$ cat src/design/acmt_pkg.sv
`timescale 1ns / 1ps
// ----------------------------------------------------------------------------
// acmt_pkg
// Shared constants, codes and the classified command type of the audio
// channel map table.
// ----------------------------------------------------------------------------
package acmt_pkg;

  localparam int INPUT_PORTS  = 4;
  localparam int OUTPUT_PORTS = 4;
  localparam int MAP_ENTRIES  = 16;

  localparam int PORTS_TOTAL = INPUT_PORTS + OUTPUT_PORTS;
  localparam int ALL_SLOTS   = PORTS_TOTAL * MAP_ENTRIES;
  localparam int SLOT_AW     = $clog2(ALL_SLOTS);
  localparam int PORT_AW     = $clog2(PORTS_TOTAL);
  localparam int ENT_AW      = (MAP_ENTRIES > 1) ? $clog2(MAP_ENTRIES) : 1;
  localparam int ENT_CW      = $clog2(MAP_ENTRIES + 1);
  localparam int CNT_W       = $clog2(MAP_ENTRIES + 2);
  localparam int PC_W        = $clog2(MAP_ENTRIES + 1);
  localparam int MAP_W       = 64;
  localparam int MAX_LISTED  = 16;
  localparam int COUNT_SAT   = 31;

  typedef enum logic [1:0] {
    ACT_ADD    = 2'd0,
    ACT_REMOVE = 2'd1,
    ACT_GET    = 2'd2,
    ACT_BAD    = 2'd3
  } acmt_action_t;

  localparam logic [1:0] KIND_IN  = 2'd0;
  localparam logic [1:0] KIND_OUT = 2'd1;

  localparam logic [1:0] ST_OK            = 2'd0;
  localparam logic [1:0] ST_NOT_SUPPORTED = 2'd1;
  localparam logic [1:0] ST_BAD_ARGS      = 2'd2;

  // mapping: [15:0] stream index, [31:16] stream channel,
  //          [47:32] cluster offset, [63:48] cluster channel
  typedef struct packed {
    acmt_action_t       action;
    logic               is_input;
    logic [1:0]         chk_st;
    logic [PORT_AW-1:0] pidx;
    logic               present;
    logic [MAP_W-1:0]   mapping;
    logic               last;
  } acmt_cmd_t;

endpackage

$ cat src/design/acmt_front.sv
`timescale 1ns / 1ps
// ----------------------------------------------------------------------------
// acmt_front
// Accepts requests, checks action, descriptor and port, and pushes the
// classified command into the queue.
// ----------------------------------------------------------------------------
module acmt_front import acmt_pkg::*; (
  input  logic        in_tvalid,
  output logic        in_tready,
  input  logic [1:0]  action,
  input  logic [1:0]  descriptor_kind,
  input  logic [15:0] port_index,
  input  logic [15:0] map_number,
  input  logic        mapping_present,
  input  logic [63:0] mapping,
  input  logic        last_in_command,
  input  logic        q_full,
  output logic        q_push,
  output acmt_cmd_t   q_cmd
);

  logic [1:0]         loc_st;
  logic [PORT_AW-1:0] pidx;

  // Locate the port table
  always_comb begin
    pidx   = port_index[PORT_AW-1:0];
    loc_st = ST_BAD_ARGS;
    if (descriptor_kind == KIND_IN) begin
      loc_st = (port_index < 16'(INPUT_PORTS)) ? ST_OK : ST_NOT_SUPPORTED;
    end else if (descriptor_kind == KIND_OUT) begin
      loc_st = (port_index < 16'(OUTPUT_PORTS)) ? ST_OK : ST_NOT_SUPPORTED;
      pidx   = PORT_AW'(PORT_AW'(INPUT_PORTS) + port_index[PORT_AW-1:0]);
    end
  end

  // Classify the request
  always_comb begin
    q_cmd.action   = acmt_action_t'(action);
    q_cmd.is_input = (descriptor_kind == KIND_IN);
    q_cmd.pidx     = pidx;
    q_cmd.present  = mapping_present;
    q_cmd.mapping  = mapping;
    q_cmd.last     = last_in_command;
    unique case (acmt_action_t'(action))
      ACT_GET: q_cmd.chk_st = (map_number != 16'd0) ? ST_BAD_ARGS : loc_st;
      ACT_BAD: q_cmd.chk_st = ST_NOT_SUPPORTED;
      default: q_cmd.chk_st = loc_st;
    endcase
  end

  assign in_tready = !q_full;
  assign q_push    = in_tvalid && !q_full;

endmodule

$ cat config.mk
export PLATFORM = sky130hd
export DESIGN_NAME = acmt_front
export DESIGN_NICKNAME = d
export VERILOG_FILES = /design/src/design/acmt_pkg.sv /design/src/design/acmt_front.sv
export SDC_FILE = /design/constraint.sdc
export NUM_CORES = 1
export LEC_CHECK = 0
export BUFFER_PORTS_ARGS = -buffer_cell sky130_fd_sc_hd__buf_4
export CAP_MARGIN = 20
export CORE_MARGIN = 10
export CORE_UTILIZATION = 21
export DETAILED_ROUTE_END_ITERATION = 7
export PLACE_DENSITY = 0.92
export SLEW_MARGIN = 5
export SYNTH_ARGS = -nofsm -noshare
export SYNTH_HDL_FRONTEND = slang
export SYNTH_SLANG_ARGS = --single-unit
$ cat constraint.sdc
create_clock -name vclk -period 1
set_clock_uncertainty 0.15 [all_clocks]
set_input_delay 0.05 -clock vclk [all_inputs]
set_output_delay 0.05 -clock vclk [all_outputs]
set_load 0.03 [all_outputs]
==> summary.md <==
| Metric | Value |
|---|---|
| PortBufs | 44 |
| Min Tclk post-route | 1.16 ns |
| Startpoint types | primary input |
| Number of global-route vias before repair | 877 |
| Crit-path cells | buf_6 > nor4_4 > a41oi_2 > o21a_1 > buf_6 |
| DRC | 0 |
| Core area | 0.00300 mm2 |
| # clk buffers | 0 |
| Int Power | 0.000337 W |
| Most frequent CP cell | buf_6 |
| Reg area | 0 um2 |
| Slew headroom | 0.757 |
| Hold wc startpoint | action[0] |
| Setup crit end kind | output port |
| GRT overflow | 0 |
| Ys Warns | 0 |
| I/O pins | 180 |
| Hold endpoint | q_cmd[72] |
| Count leader, synth | buf_4 |
| Synth Instances | 89 |
| Failing checks | negative setup slack |
| Syn Area/Cell | 7.34 um2 |
| Die width | 75.8 um |
| Comb power frac | 1.000 |
| Syn nets | 193 |
| Hold WC Path Type | in -> out |
| Largest net degree at the start of global routing | 5 |
| Critical path required time | 0.80 ns |
| Slowest CP cell | nor4_4 |
| FF+latch count | 0 |
| Synth-to-layout area growth | 97.5% |
| Fillcell total | 284 |
| RSZ-0062 raised after global routing | true |
| RePlAce Congestion | 0.615 |
| Antenna Diode Count | 0 |
| Antenna viol nets, final | 0 |
| Share of cells above drive strength 1 | 0.394 |
| Die Footprint | 0.00574 mm2 |
| Hold depth | 2 |
| Distinct cells, synth | 13 |
| Net switching share of the total power | 0.585 |
| Top post-synthesis cells by count | buf_4, nor4_1, inv_1, nor2_1, nor4_2 |
| Total GRT Usage | 0.114 |
| Final Slew Violations | 0 |
| Setup Fix Bufs, Post-CTS | 0 |
| DR iter-0 viols | 7 |
| Drt first pass iters | 4 |
| Yosys top cell area share | 0.805 |
| Area contributors post-synth | buf_4, nor4_1, nor4_2, a41o_1, a41oi_1 |
| Final setup vio count | 2 |
| Sw Pwr | 0.000474 W |
| Total power | 0.000811 W |
| Worst-margin pin slew | 0.367 ns |
| Drt total wl | 4060 um |
| Arr. time, crit path | 0.96 ns |
| Period utilisation layout | 1.16 |
| Power Dens Cells | 628 mW/mm2 |
| DR vias | 700 |
| Die height | 75.8 um |
| # rows | 20 |
| Synthesized area | 653 um2 |
| First-pass GRT wire length | 5100 um |
| Hold Violations, Final | 0 |
| Sequential area share after synthesis | 0 |
| Clock share of power | 0 |
| Setup TNS | -0.275 ns |
| Antenna violations before repair | 0 |
| Max FO, Critical Path | 2 |
| Vias per cell | 4.24 |
| Wire per inst | 24.6 um |
| Post-synth top area cell | buf_4 |
| Pleak | 0.587 nW |
| CP Class | in -> out |
| Fin nets | 238 |
| Sequential share of power | 0 |
| CP peak stage delay | 0.29 ns |
| VDD IR max | 0.000304 V |
| Max Cap Viol | 0 |
| Fmax | 864 MHz |
| Outcome | complete, but fails checks |
| Final WS setup | -0.158 ns |
| Initial Utilization | 0.217 |
==> timing repair <==
action / in CTS / in global routing
setup endpoints to repair: 2 / 5
pin swaps: 5 / 3
hold buffers: 68 / 0
resized for setup: 14 / 4
endpoints found under the hold margin: 68 / 0
==> power groups by stage <==
stage / clock [W] / sequential [W] / combinational, W
6_report: 0 / 0 / 0.000811
5_1_grt: 0 / 0 / 0.000839
4_1_cts: 0 / 0 / 0.000810
3_5_place_dp: 0 / 0 / 0.000231
3_3_place_gp: 0 / 0 / 0.000227
2_1_floorplan: 0 / 0 / 0.000587
==> layer usage <==
layer  routed length [um]  global-route usage  up-vias
li1                     -                   -      303
met1                  879              0.0647      292
met2                 2380               0.258      101
met3                  757              0.0833        4
met4                   40              0.0144        0
met5                    0                   0        -
==> per-stage QoR <==
stage	cell area, um2	utilization	setup slack, ns	hold slack (ns)	cells
6_report	1290	0.430	-0.158	0.194	165
5_1_grt	1290	0.430	-0.195	0.199	165
4_1_cts	1280	0.426	-0.150	0.193	165
3_5_place_dp	517	0.172	-0.199	-0.0498	97
3_3_place_gp	517	0.172	-0.192	-0.0498	97
2_1_floorplan	663	-	0.00788	0.0573	89
==> worst max-delay path, delay by kind of cell <==
kind / cells / cell delay [ns]
AOI/OAI and AO/OA: 2 / 0.37
buffers and inverters: 2 / 0.24
and+or+nand+nor: 1 / 0.29
==> kinds of logic (layout without fill, tap and decap cells) <==
| family | after synthesis | in the layout | synth area share |
|---|---|---|---|
| and+or+nand+nor | 12 | 12 | 0.123 |
| xor gates and xnor gates | 1 | 1 | 0.0134 |
| AOI/OAI and AO/OA | 4 | 4 | 0.0479 |
| buffers and inverters | 72 | 115 | 0.816 |
==> final cells by class <==
class	instances	area [um2]	share of cell area
timing repair buffer	113	1060	0.819
tap	33	41.3	0.0320
inverter	2	7.51	0.00582
multi-input combinational	17	185	0.144
==> how the worst max path moves through the flow <==
stage / from / endpoint / slack (ns) / cells past startpoint
after detailed placement: map_number[1] / q_cmd[70] / -0.20 / 5
after CTS: map_number[6] / q_cmd[70] / -0.15 / 5
after floorplan: map_number[9] / q_cmd[69] / 0.008 / 3
final: map_number[14] / q_cmd[70] / -0.16 / 5
after global placement: map_number[9] / q_cmd[70] / -0.19 / 5
after global routing: map_number[14] / q_cmd[70] / -0.19 / 5
==> layout by cell type, fill, tap and decap left out <==
cell type,instances
buf_6,8
buf_4,37
nor4_2,1
nor4_4,4
xnor2_1,1
nand2b_1,1
nand2_1,1
o21ai_2,1
inv_1,2
a41oi_2,1
dlymetal6s4s_1,3
nor4_1,2
dlygate4sd3_1,65
nor2b_1,1
nor2_1,2
o21a_1,1
a41o_1,1
Power figures use the tool's default switching activity.
