**src/design/acmt_pkg.sv**
```systemverilog
`timescale 1ns / 1ps
// ----------------------------------------------------------------------------
// acmt_pkg
// Shared constants, codes and the classified command type of the audio
// channel map table.
// ----------------------------------------------------------------------------
package acmt_pkg;

  localparam int INPUT_PORTS  = 4;
  localparam int OUTPUT_PORTS = 4;
  localparam int MAP_ENTRIES  = 16;

  localparam int PORTS_TOTAL = INPUT_PORTS + OUTPUT_PORTS;
  localparam int ALL_SLOTS   = PORTS_TOTAL * MAP_ENTRIES;
  localparam int SLOT_AW     = $clog2(ALL_SLOTS);
  localparam int PORT_AW     = $clog2(PORTS_TOTAL);
  localparam int ENT_AW      = (MAP_ENTRIES > 1) ? $clog2(MAP_ENTRIES) : 1;
  localparam int ENT_CW      = $clog2(MAP_ENTRIES + 1);
  localparam int CNT_W       = $clog2(MAP_ENTRIES + 2);
  localparam int PC_W        = $clog2(MAP_ENTRIES + 1);
  localparam int MAP_W       = 64;
  localparam int MAX_LISTED  = 16;
  localparam int COUNT_SAT   = 31;

  typedef enum logic [1:0] {
    ACT_ADD    = 2'd0,
    ACT_REMOVE = 2'd1,
    ACT_GET    = 2'd2,
    ACT_BAD    = 2'd3
  } acmt_action_t;

  localparam logic [1:0] KIND_IN  = 2'd0;
  localparam logic [1:0] KIND_OUT = 2'd1;

  localparam logic [1:0] ST_OK            = 2'd0;
  localparam logic [1:0] ST_NOT_SUPPORTED = 2'd1;
  localparam logic [1:0] ST_BAD_ARGS      = 2'd2;

  // mapping: [15:0] stream index, [31:16] stream channel,
  //          [47:32] cluster offset, [63:48] cluster channel
  typedef struct packed {
    acmt_action_t       action;
    logic               is_input;
    logic [1:0]         chk_st;
    logic [PORT_AW-1:0] pidx;
    logic               present;
    logic [MAP_W-1:0]   mapping;
    logic               last;
  } acmt_cmd_t;

endpackage

```
**src/design/acmt_fifo.sv**
```systemverilog
`timescale 1ns / 1ps
// ----------------------------------------------------------------------------
// acmt_fifo
// Two-entry queue of classified commands between front and back.
// ----------------------------------------------------------------------------
module acmt_fifo import acmt_pkg::*; (
  input  logic      clk,
  input  logic      rst_n,
  input  logic      push,
  input  acmt_cmd_t push_data,
  output logic      full,
  input  logic      pop,
  output logic      q_valid,
  output acmt_cmd_t q_data
);

  acmt_cmd_t  mem_r [2];
  logic       wr_ptr_r;
  logic       rd_ptr_r;
  logic [1:0] cnt_r;
  logic       do_pop;

  assign full    = (cnt_r == 2'd2);
  assign q_valid = (cnt_r != 2'd0);
  assign q_data  = mem_r[rd_ptr_r];
  assign do_pop  = pop && q_valid;

  // Store entries
  always_ff @(posedge clk) begin
    if (push) begin
      mem_r[wr_ptr_r] <= push_data;
    end
  end

  // Advance pointers and fill level
  always_ff @(posedge clk) begin
    if (!rst_n) begin
      wr_ptr_r <= 1'b0;
      rd_ptr_r <= 1'b0;
      cnt_r    <= 2'd0;
    end else begin
      if (push) begin
        wr_ptr_r <= !wr_ptr_r;
      end
      if (do_pop) begin
        rd_ptr_r <= !rd_ptr_r;
      end
      cnt_r <= 2'(cnt_r + {1'b0, push} - {1'b0, do_pop});
    end
  end

endmodule

```
**config.mk**
```make
export PLATFORM = sky130hd
export DESIGN_NAME = acmt_fifo
export DESIGN_NICKNAME = d
export VERILOG_FILES = /design/src/design/acmt_pkg.sv /design/src/design/acmt_fifo.sv
export SDC_FILE = /design/constraint.sdc
export NUM_CORES = 1
export LEC_CHECK = 0
export BUFFER_PORTS_ARGS = -buffer_cell sky130_fd_sc_hd__buf_4
export CAP_MARGIN = 20
export CORE_MARGIN = 2
export CORE_UTILIZATION = 47
export DETAILED_ROUTE_END_ITERATION = 6
export PLACE_DENSITY = 0.82
export SLEW_MARGIN = 15
export SYNTH_ARGS = -nofsm -noshare
export SYNTH_HDL_FRONTEND = slang
export SYNTH_SLANG_ARGS = --single-unit
```
**constraint.sdc**
```tcl
create_clock -name clk -period 5.5 [get_ports clk]
set_input_delay 1.65 -clock clk [delete_from_list [all_inputs] [get_ports clk]]
set_output_delay 1.65 -clock clk [all_outputs]
set_load 0.005 [all_outputs]
```
==> impl_results.md, run 1 <==
* Req. time, crit path at 3850 ps
* Multiplexer share of the synthesized area at 18.5%
* Synth-to-Final Area Change at 33.7%
* Port Buf Inserts at 153
* Count leader, synth: edfxtp_1
* Worst R2R Setup Slack at 3860 ps
* Reg2reg end: mem_r[1][67]$_DFFE_PP_
* Mapped Nets at 333
* Max clock buf depth at 2
* Pre-CTS WS at 2060 ps
* Static leakage at 3.06 nW
* Antenna diodes at 0
* Setup_tns at 0 ps
* I/O Pins at 154
* Multi-input logic area at 1200 um^2
* Initial antenna violation count at 0
* Vias at 2858
* Setup Viol. Count Final at 0
* CP Launch Type: flop
* Hold Slack at 479 ps
* Synth warn at 0
* Die area at 13300 um^2
* Synth cell count leaders: edfxtp_1 (148), mux2_4 (60), mux2_2 (14), buf_6 (7), dfxtp_1 (5)
* CTS tree: done
* Synth Area in XOR/XNOR at 0.386%
* Slew Limit Fails at 0
* Die W at 115 um
* Post-cts sizing count at 0
* VDD IR-drop max at 0.237 mV
* Minimum clock period at 3830 ps
* Crit-path slowest cell: dfxtp_4
* Cell taking the most area after synthesis: edfxtp_1
* Post-synth EDFFs at 148
* CTS Sinks at 153
* Num CTS Buffers at 17
* Unrepaired setup endpoints after global routing: false
* Wire per inst at 16.3 um
* CP Buf/Inv Count at 2
* FP Rows at 40
* Synthesized-area fraction occupied by adder cells at 0.429%
* Insertion delay to the later sink of the worst-skew pair at 410 ps
* Status: finished, final reports clean
* Critical Path Most Common Cell: buf_4
* Dominant cells by area after synthesis: edfxtp_1 (76%), mux2_4 (15%), mux2_2 (2.7%)
* Register area at 4550 um^2
* Post-Synth Simple-Gate Area at 0.923%
* Hold Vio Cnt, Final at 0
* Final setup margin at 1670 ps
* Worst Tran Pin Value at 993 ps
* Max_slew headroom at 33.8%
* Hold/Removal Path Class: flop to flop
* Placer Congestion at 0.700
* RR Startpoint: wr_ptr_r$_SDFFE_PN0P_
* WL final at 9.81 mm
* Pwr Total at 3.23 mW
* Worst Hold Depth at 2
* H-tree levels at 4
* Nets@finish at 501
* Worst hold start: rd_ptr_r$_SDFFE_PN0P_
* Maximum number of pins on one net before global-route repair at 75
* Fmax at 0.261 GHz
* Dpl cells at 569
* Clock root buffer master: clkbuf_16
* Initial cell density of the core at 48.3%
* Max-cap violation count at 0
* Ys async rst share at 0%
* Critical path class: flop to output port
* DRC Markers at 0
* #FFs+latches synth at 153
* Critical Path AT at 2180 ps
* Vias in the first global route at 2961
* Core box area at 12100 um^2
* Final global-route overflow total at 0
* Synth top area share at 76.2%
* P per Cell Area at 414 nW/um^2
* Crit path capture type: output port
* Clk_skew at 8.61 ps
* Cells after Synth at 253
* Initial DRT Pass Iterations at 4
* Distinct cell type count after synthesis at 16
* CTS Hold Bufs at 0
* Post-synthesis sequential area ratio at 77.9%
* Max Fanout on Critical Path at 40
* Fillers at 828
* GRT Util Overall at 15.3%
* Period utilization at 69.7%
* CTS clk-pin slew, worst paths at 60 ps
* Die H at 115 um
* Synth Area in Compound Gates at 0.258%
* Remaining antenna violation count at 0
* Mapped cell area at 5830 um^2
* Vias/cell at 4.75
* Non-Filler Instances at 602
* Proportion of layout cells with a drive suffix above 1 at 59.7%
* First-pass GRT wire length at 14.8 mm
* Synth Area per Inst at 23.0 um^2
* Setup bufs post-CTS at 0
* Main synth FF type: edfxtp_1
* Initial DRC Count at 119
* Largest family of logic cells by synthesized area: multiplexers
* Cell family with most CP delay: flip-flops
* CP max stage delay at 790 ps
* R2R depth at 1
* Worst path cell trace: buf_4 > mux2_4 > buf_4
[power breakdown]
part	leakage, nW	internal (mW)	switching (mW)
clock network	0.299	0.795	0.403
registers	1.43	1.36	0.0672
logic	1.33	0.408	0.199
total	3.06	2.56	0.669
[logic make-up (layout without fill, tap and decap cells)]
kind of cell | after synthesis | in the layout
flip-flops | 153 | 153
multiplexers | 76 | 76
buffers and inverters | 10 | 191
AND/OR/NAND/NOR | 9 | 9
adder cells (fa/ha/maj) | 2 | 2
AO/OA/AOI/OAI | 2 | 2
XOR/XNOR | 1 | 1
[final cells by class]
class | count | share of cell area [%]
Clock buffer | 20 | 5.60
Tap cell | 168 | 2.70
Clock inverter | 12 | 2.29
Timing Repair Buffer | 157 | 15.5
Multi-Input combinational cell | 90 | 15.5
Sequential cell | 153 | 58.3
Inverter | 2 | 0.0963
[layout by cell type (no fill, tap or decap)]
cell type	count
edfxtp_1	148
and2_4	1
and2_1	1
buf_12	1
nor2b_1	3
o21a_1	2
nor2b_4	1
mux2_4	60
or2_2	1
mux2_2	14
bufinv_16	5
dfxtp_4	1
buf_4	155
nand2_1	1
xnor3_1	1
clkinv_2	2
clkbuf_16	17
nand2b_1	1
clkbuf_1	3
clkinv_1	5
buf_16	1
ha_1	2
dfxtp_1	4
inv_1	2
mux2i_1	2
[per-stage QoR]
step                instance area (um^2)  utilization (%)
floorplan                           5830                -
global placement                    7150             59.3
detailed placement                  7150             59.3
CTS                                 7770             64.4
global route                        7800             64.6
finish                              7800             64.6
[how the worst max path moves through the flow]
stage / endpoint / depth (start not counted) / from
CTS: q_data[41] / 3 / flop
finish: q_data[41] / 3 / flop
global route: q_data[41] / 3 / flop
global placement: q_data[51] / 3 / flop
detailed placement: q_data[51] / 3 / flop
floorplan: mem_r[0][0]$_DFFE_PP_ / 1 / push
[metal layers]
metal	vias to the layer above	wire [um]	GRT usage (%)
met5	-	0	0
met4	0	214	9.00
met3	18	663	5.80
met2	114	5000	24.6
li1	1330	-	-
met1	1396	3940	17.5
[registers in the layout, summed over array words and instances (netlist names), named ones only]
register	flops
cnt_r	2
mem_r	148
rd_ptr_r	1
wr_ptr_r	1
[worst min-delay path: cells and delay by family, from the launching register on]
family,cells,cell delay [ps]
DFF,1,310
and+or+nand+nor,1,70
muxes,1,60
No activity file was read; power rests on OpenSTA's default activity.
==> inputs of run 2 (changes only) <==
Settings changed: ABC_AREA from default to 1, CORE_UTILIZATION 47 to 52, PLACE_DENSITY 0.82 to 0.86.
Clock period 5.5 ns to 4 ns, I/O delays scaled along.
==> run 2 against run 1 <==
Against the previous run: global-route usage grew 1.8 points; via count up 3.8%; area after synthesis is 0.11% lower; clock power up 27%; worst setup slack got worse by 970 ps; combinational power is 38% higher; critical path depth is the same; largest power group unchanged.
==> impl_results.md, run 2 <==
* Dpl cells at 555
* Non-Filler Instances at 587
* Switching power at 963 uW
* H-tree levels at 4
* Crit path capture type: output port
* Wire per inst at 17.3 um
* CTS clk-pin slew, worst paths at 60 ps
* First-pass GRT wire length at 14.9 mm
* Setup Viol. Count Final at 0
* DRC Markers at 0
* Critical path class: flop to output port
* Initial cell density of the core at 53.5%
* Req. time, crit path at 2800 ps
* CTS Hold Bufs at 0
* Port Buf Inserts at 153
* CP max stage delay at 660 ps
* Insertion delay to the later sink of the worst-skew pair at 510 ps
* Slew Limit Fails at 0
* Pre-CTS WS at 1210 ps
* Ys async rst share at 0%
* Antenna diodes at 0
* Multiplexer share of the synthesized area at 18.2%
* Proportion of layout cells with a drive suffix above 1 at 58.6%
* Largest family of logic cells by synthesized area: multiplexers
* Max_slew headroom at 60.0%
* Combinational share of power at 19.5%
* Maximum number of pins on one net before global-route repair at 47
* Num CTS Buffers at 17
* Synth top area share at 76.3%
* Remaining antenna violation count at 0
* Count leader, synth: edfxtp_1
* Post-synth EDFFs at 148
* Flop pwr share at 45.1%
* Initial DRT Pass Iterations at 4
* Die area at 12100 um^2
* Final global-route overflow total at 0
* Synth cell count leaders: edfxtp_1 (148), mux2_4 (60), mux2_2 (14), nor2_1 (10)
* Synth Area in Compound Gates at 0.0859%
* Unrepaired setup endpoints after global routing: false
* Die W at 110 um
* Design Area, Final at 7710 um^2
* Status: finished, final reports clean
* Mapped cell area at 5820 um^2
* CP Launch Type: flop
* Main synth FF type: edfxtp_1
* Nets@finish at 514
* Post-cts sizing count at 0
* Synth warn at 0
* Static leakage at 3.05 nW
* Hold Slack at 521 ps
* Layout Utilization at 70.8%
* Hold Vio Cnt, Final at 0
* Mapped Nets at 346
* Placer Congestion at 0.666
* Number of flip-flops in the largest register at 148
* Post-synthesis sequential area ratio at 78.0%
* Clock root buffer master: clkbuf_8
* Initial DRC Count at 135
* WL final at 10.1 mm
* Synth Area in XOR/XNOR at 0%
* Vias/cell at 5.06
* Commonest non-fill, non-tap cell in the layout: buf_4
* Synthesized-area fraction occupied by adder cells at 0.430%
* Worst Tran Pin Value at 599 ps
* Final setup margin at 694 ps
* #FFs+latches synth at 153
* Crit-path slowest cell: dfxtp_4
* Cell taking the most area after synthesis: edfxtp_1
* Core box area at 10900 um^2
* Cells after Synth at 266
* GRT Util Overall at 17.1%
* Dominant cells by area after synthesis: edfxtp_1 (76%), mux2_4 (15%), mux2_2 (2.7%)
* FP Rows at 38
* Max-cap violation count at 0
* Hold/Removal Path Class: flop to flop
* Initial antenna violation count at 0
* Biggest regs: mem_r x148, cnt_r x2
* CTS tree: done
* VDD IR-drop max at 0.361 mV
* Max Fanout on Critical Path at 46
* P per Cell Area at 558 nW/um^2
* Area after DPL at 7130 um^2
* Distinct cell type count after synthesis at 12
* Minimum clock period at 3310 ps
* Most frequent cells in the layout: buf_4 (155), edfxtp_1 (148), mux2_4 (60), clkbuf_16 (16), mux2_2 (14)
* Die H at 110 um
* Worst R2R Setup Slack at 2380 ps
* Period utilization at 82.7%
* Synth-to-Final Area Change at 32.3%
* DP HPWL at 6.78 mm
* Clk network pwr share at 35.4%
* Worst path cell trace: buf_12 > mux2_2 > buf_4
* Critical Path AT at 2110 ps
* Vias in the first global route at 3090
* Post-Synth Simple-Gate Area at 1.33%
* Max clock buf depth at 2
* Top reg by flops: mem_r
* Setup_tns at 0 ps
* Vias at 2968
* Fmax at 0.302 GHz
* Setup bufs post-CTS at 0
* Sw frac at 22.4%
* Pwr Total at 4.30 mW
* Design internal power at 3.34 mW
* Synth Area per Inst at 21.9 um^2
* I/O Pins at 154
* Clk_skew at 6.89 ps
* CTS Sinks at 153
[run 2: changes by cell type in the layout (fill, tap and decap cells not counted), moves of 3 or more]
| cell | before | now |
|---|---|---|
| nor2_1 | 0 | 9 |
| nand2_1 | 1 | 8 |
| inv_1 | 2 | 7 |
| clkinv_1 | 5 | 2 |
| clkinvlp_4 | 0 | 3 |
| nor2b_1 | 3 | 0 |
[run 2: cells by family after synthesis]
kind of cell | Yosys count
AND/OR/NAND/NOR | 20
multiplexers | 74
AO/OA/AOI/OAI | 1
flip-flops | 153
adder cells (fa/ha/maj) | 2
buffers and inverters | 16
[run 2: power groups by stage]
stage | Combinational, mW | Sequential (mW) | Clock, mW
after global routing | 0.908 | 1.95 | 1.62
after detailed placement | 0.847 | 1.97 | 0
after floorplan | 0.526 | 1.93 | 0
final | 0.839 | 1.94 | 1.52
after CTS | 0.850 | 1.94 | 1.56
after global placement | 0.831 | 1.96 | 0
[run 2: layout make-up]
type | instances | area (um^2)
Timing Repair Buffer | 157 | 1200
Tap cell | 140 | 175
Clock inverter | 13 | 153
Fill cell | 686 | 3180
Multi-Input combinational cell | 97 | 1170
Inverter | 8 | 31.3
Sequential cell | 153 | 4550
Clock buffer | 19 | 422
[run 2: worst max-delay path, delay by kind of cell, from the launching register on]
kind | cells | cell delay (ps)
flops | 1 | 660
buf+inv | 2 | 520
mux | 1 | 390
[run 2: per-layer routing]
| metal | vias to the layer above | track usage (%) | part of all wire [%] |
|---|---|---|---|
| met2 | 111 | 29.8 | 54 |
| met5 | - | 0 | 0 |
| met3 | 13 | 5.51 | 7.5 |
| met1 | 1480 | 19.7 | 38 |
| li1 | 1364 | - | - |
| met4 | 0 | 6.33 | 1.0 |
[run 2: final timing paths]
| path | depth (start not counted) | to | startpoint |
|---|---|---|---|
| setup / recovery | 3 | q_data[0] | flop |
| hold / removal | 2 | rd_ptr_r$_SDFFE_PN0P_ | rd_ptr_r$_SDFFE_PN0P_ |
| setup reg to reg | 3 | mem_r[1][51]$_DFFE_PP_ | wr_ptr_r$_SDFFE_PN0P_ |
| hold reg to reg | 2 | rd_ptr_r$_SDFFE_PN0P_ | rd_ptr_r$_SDFFE_PN0P_ |
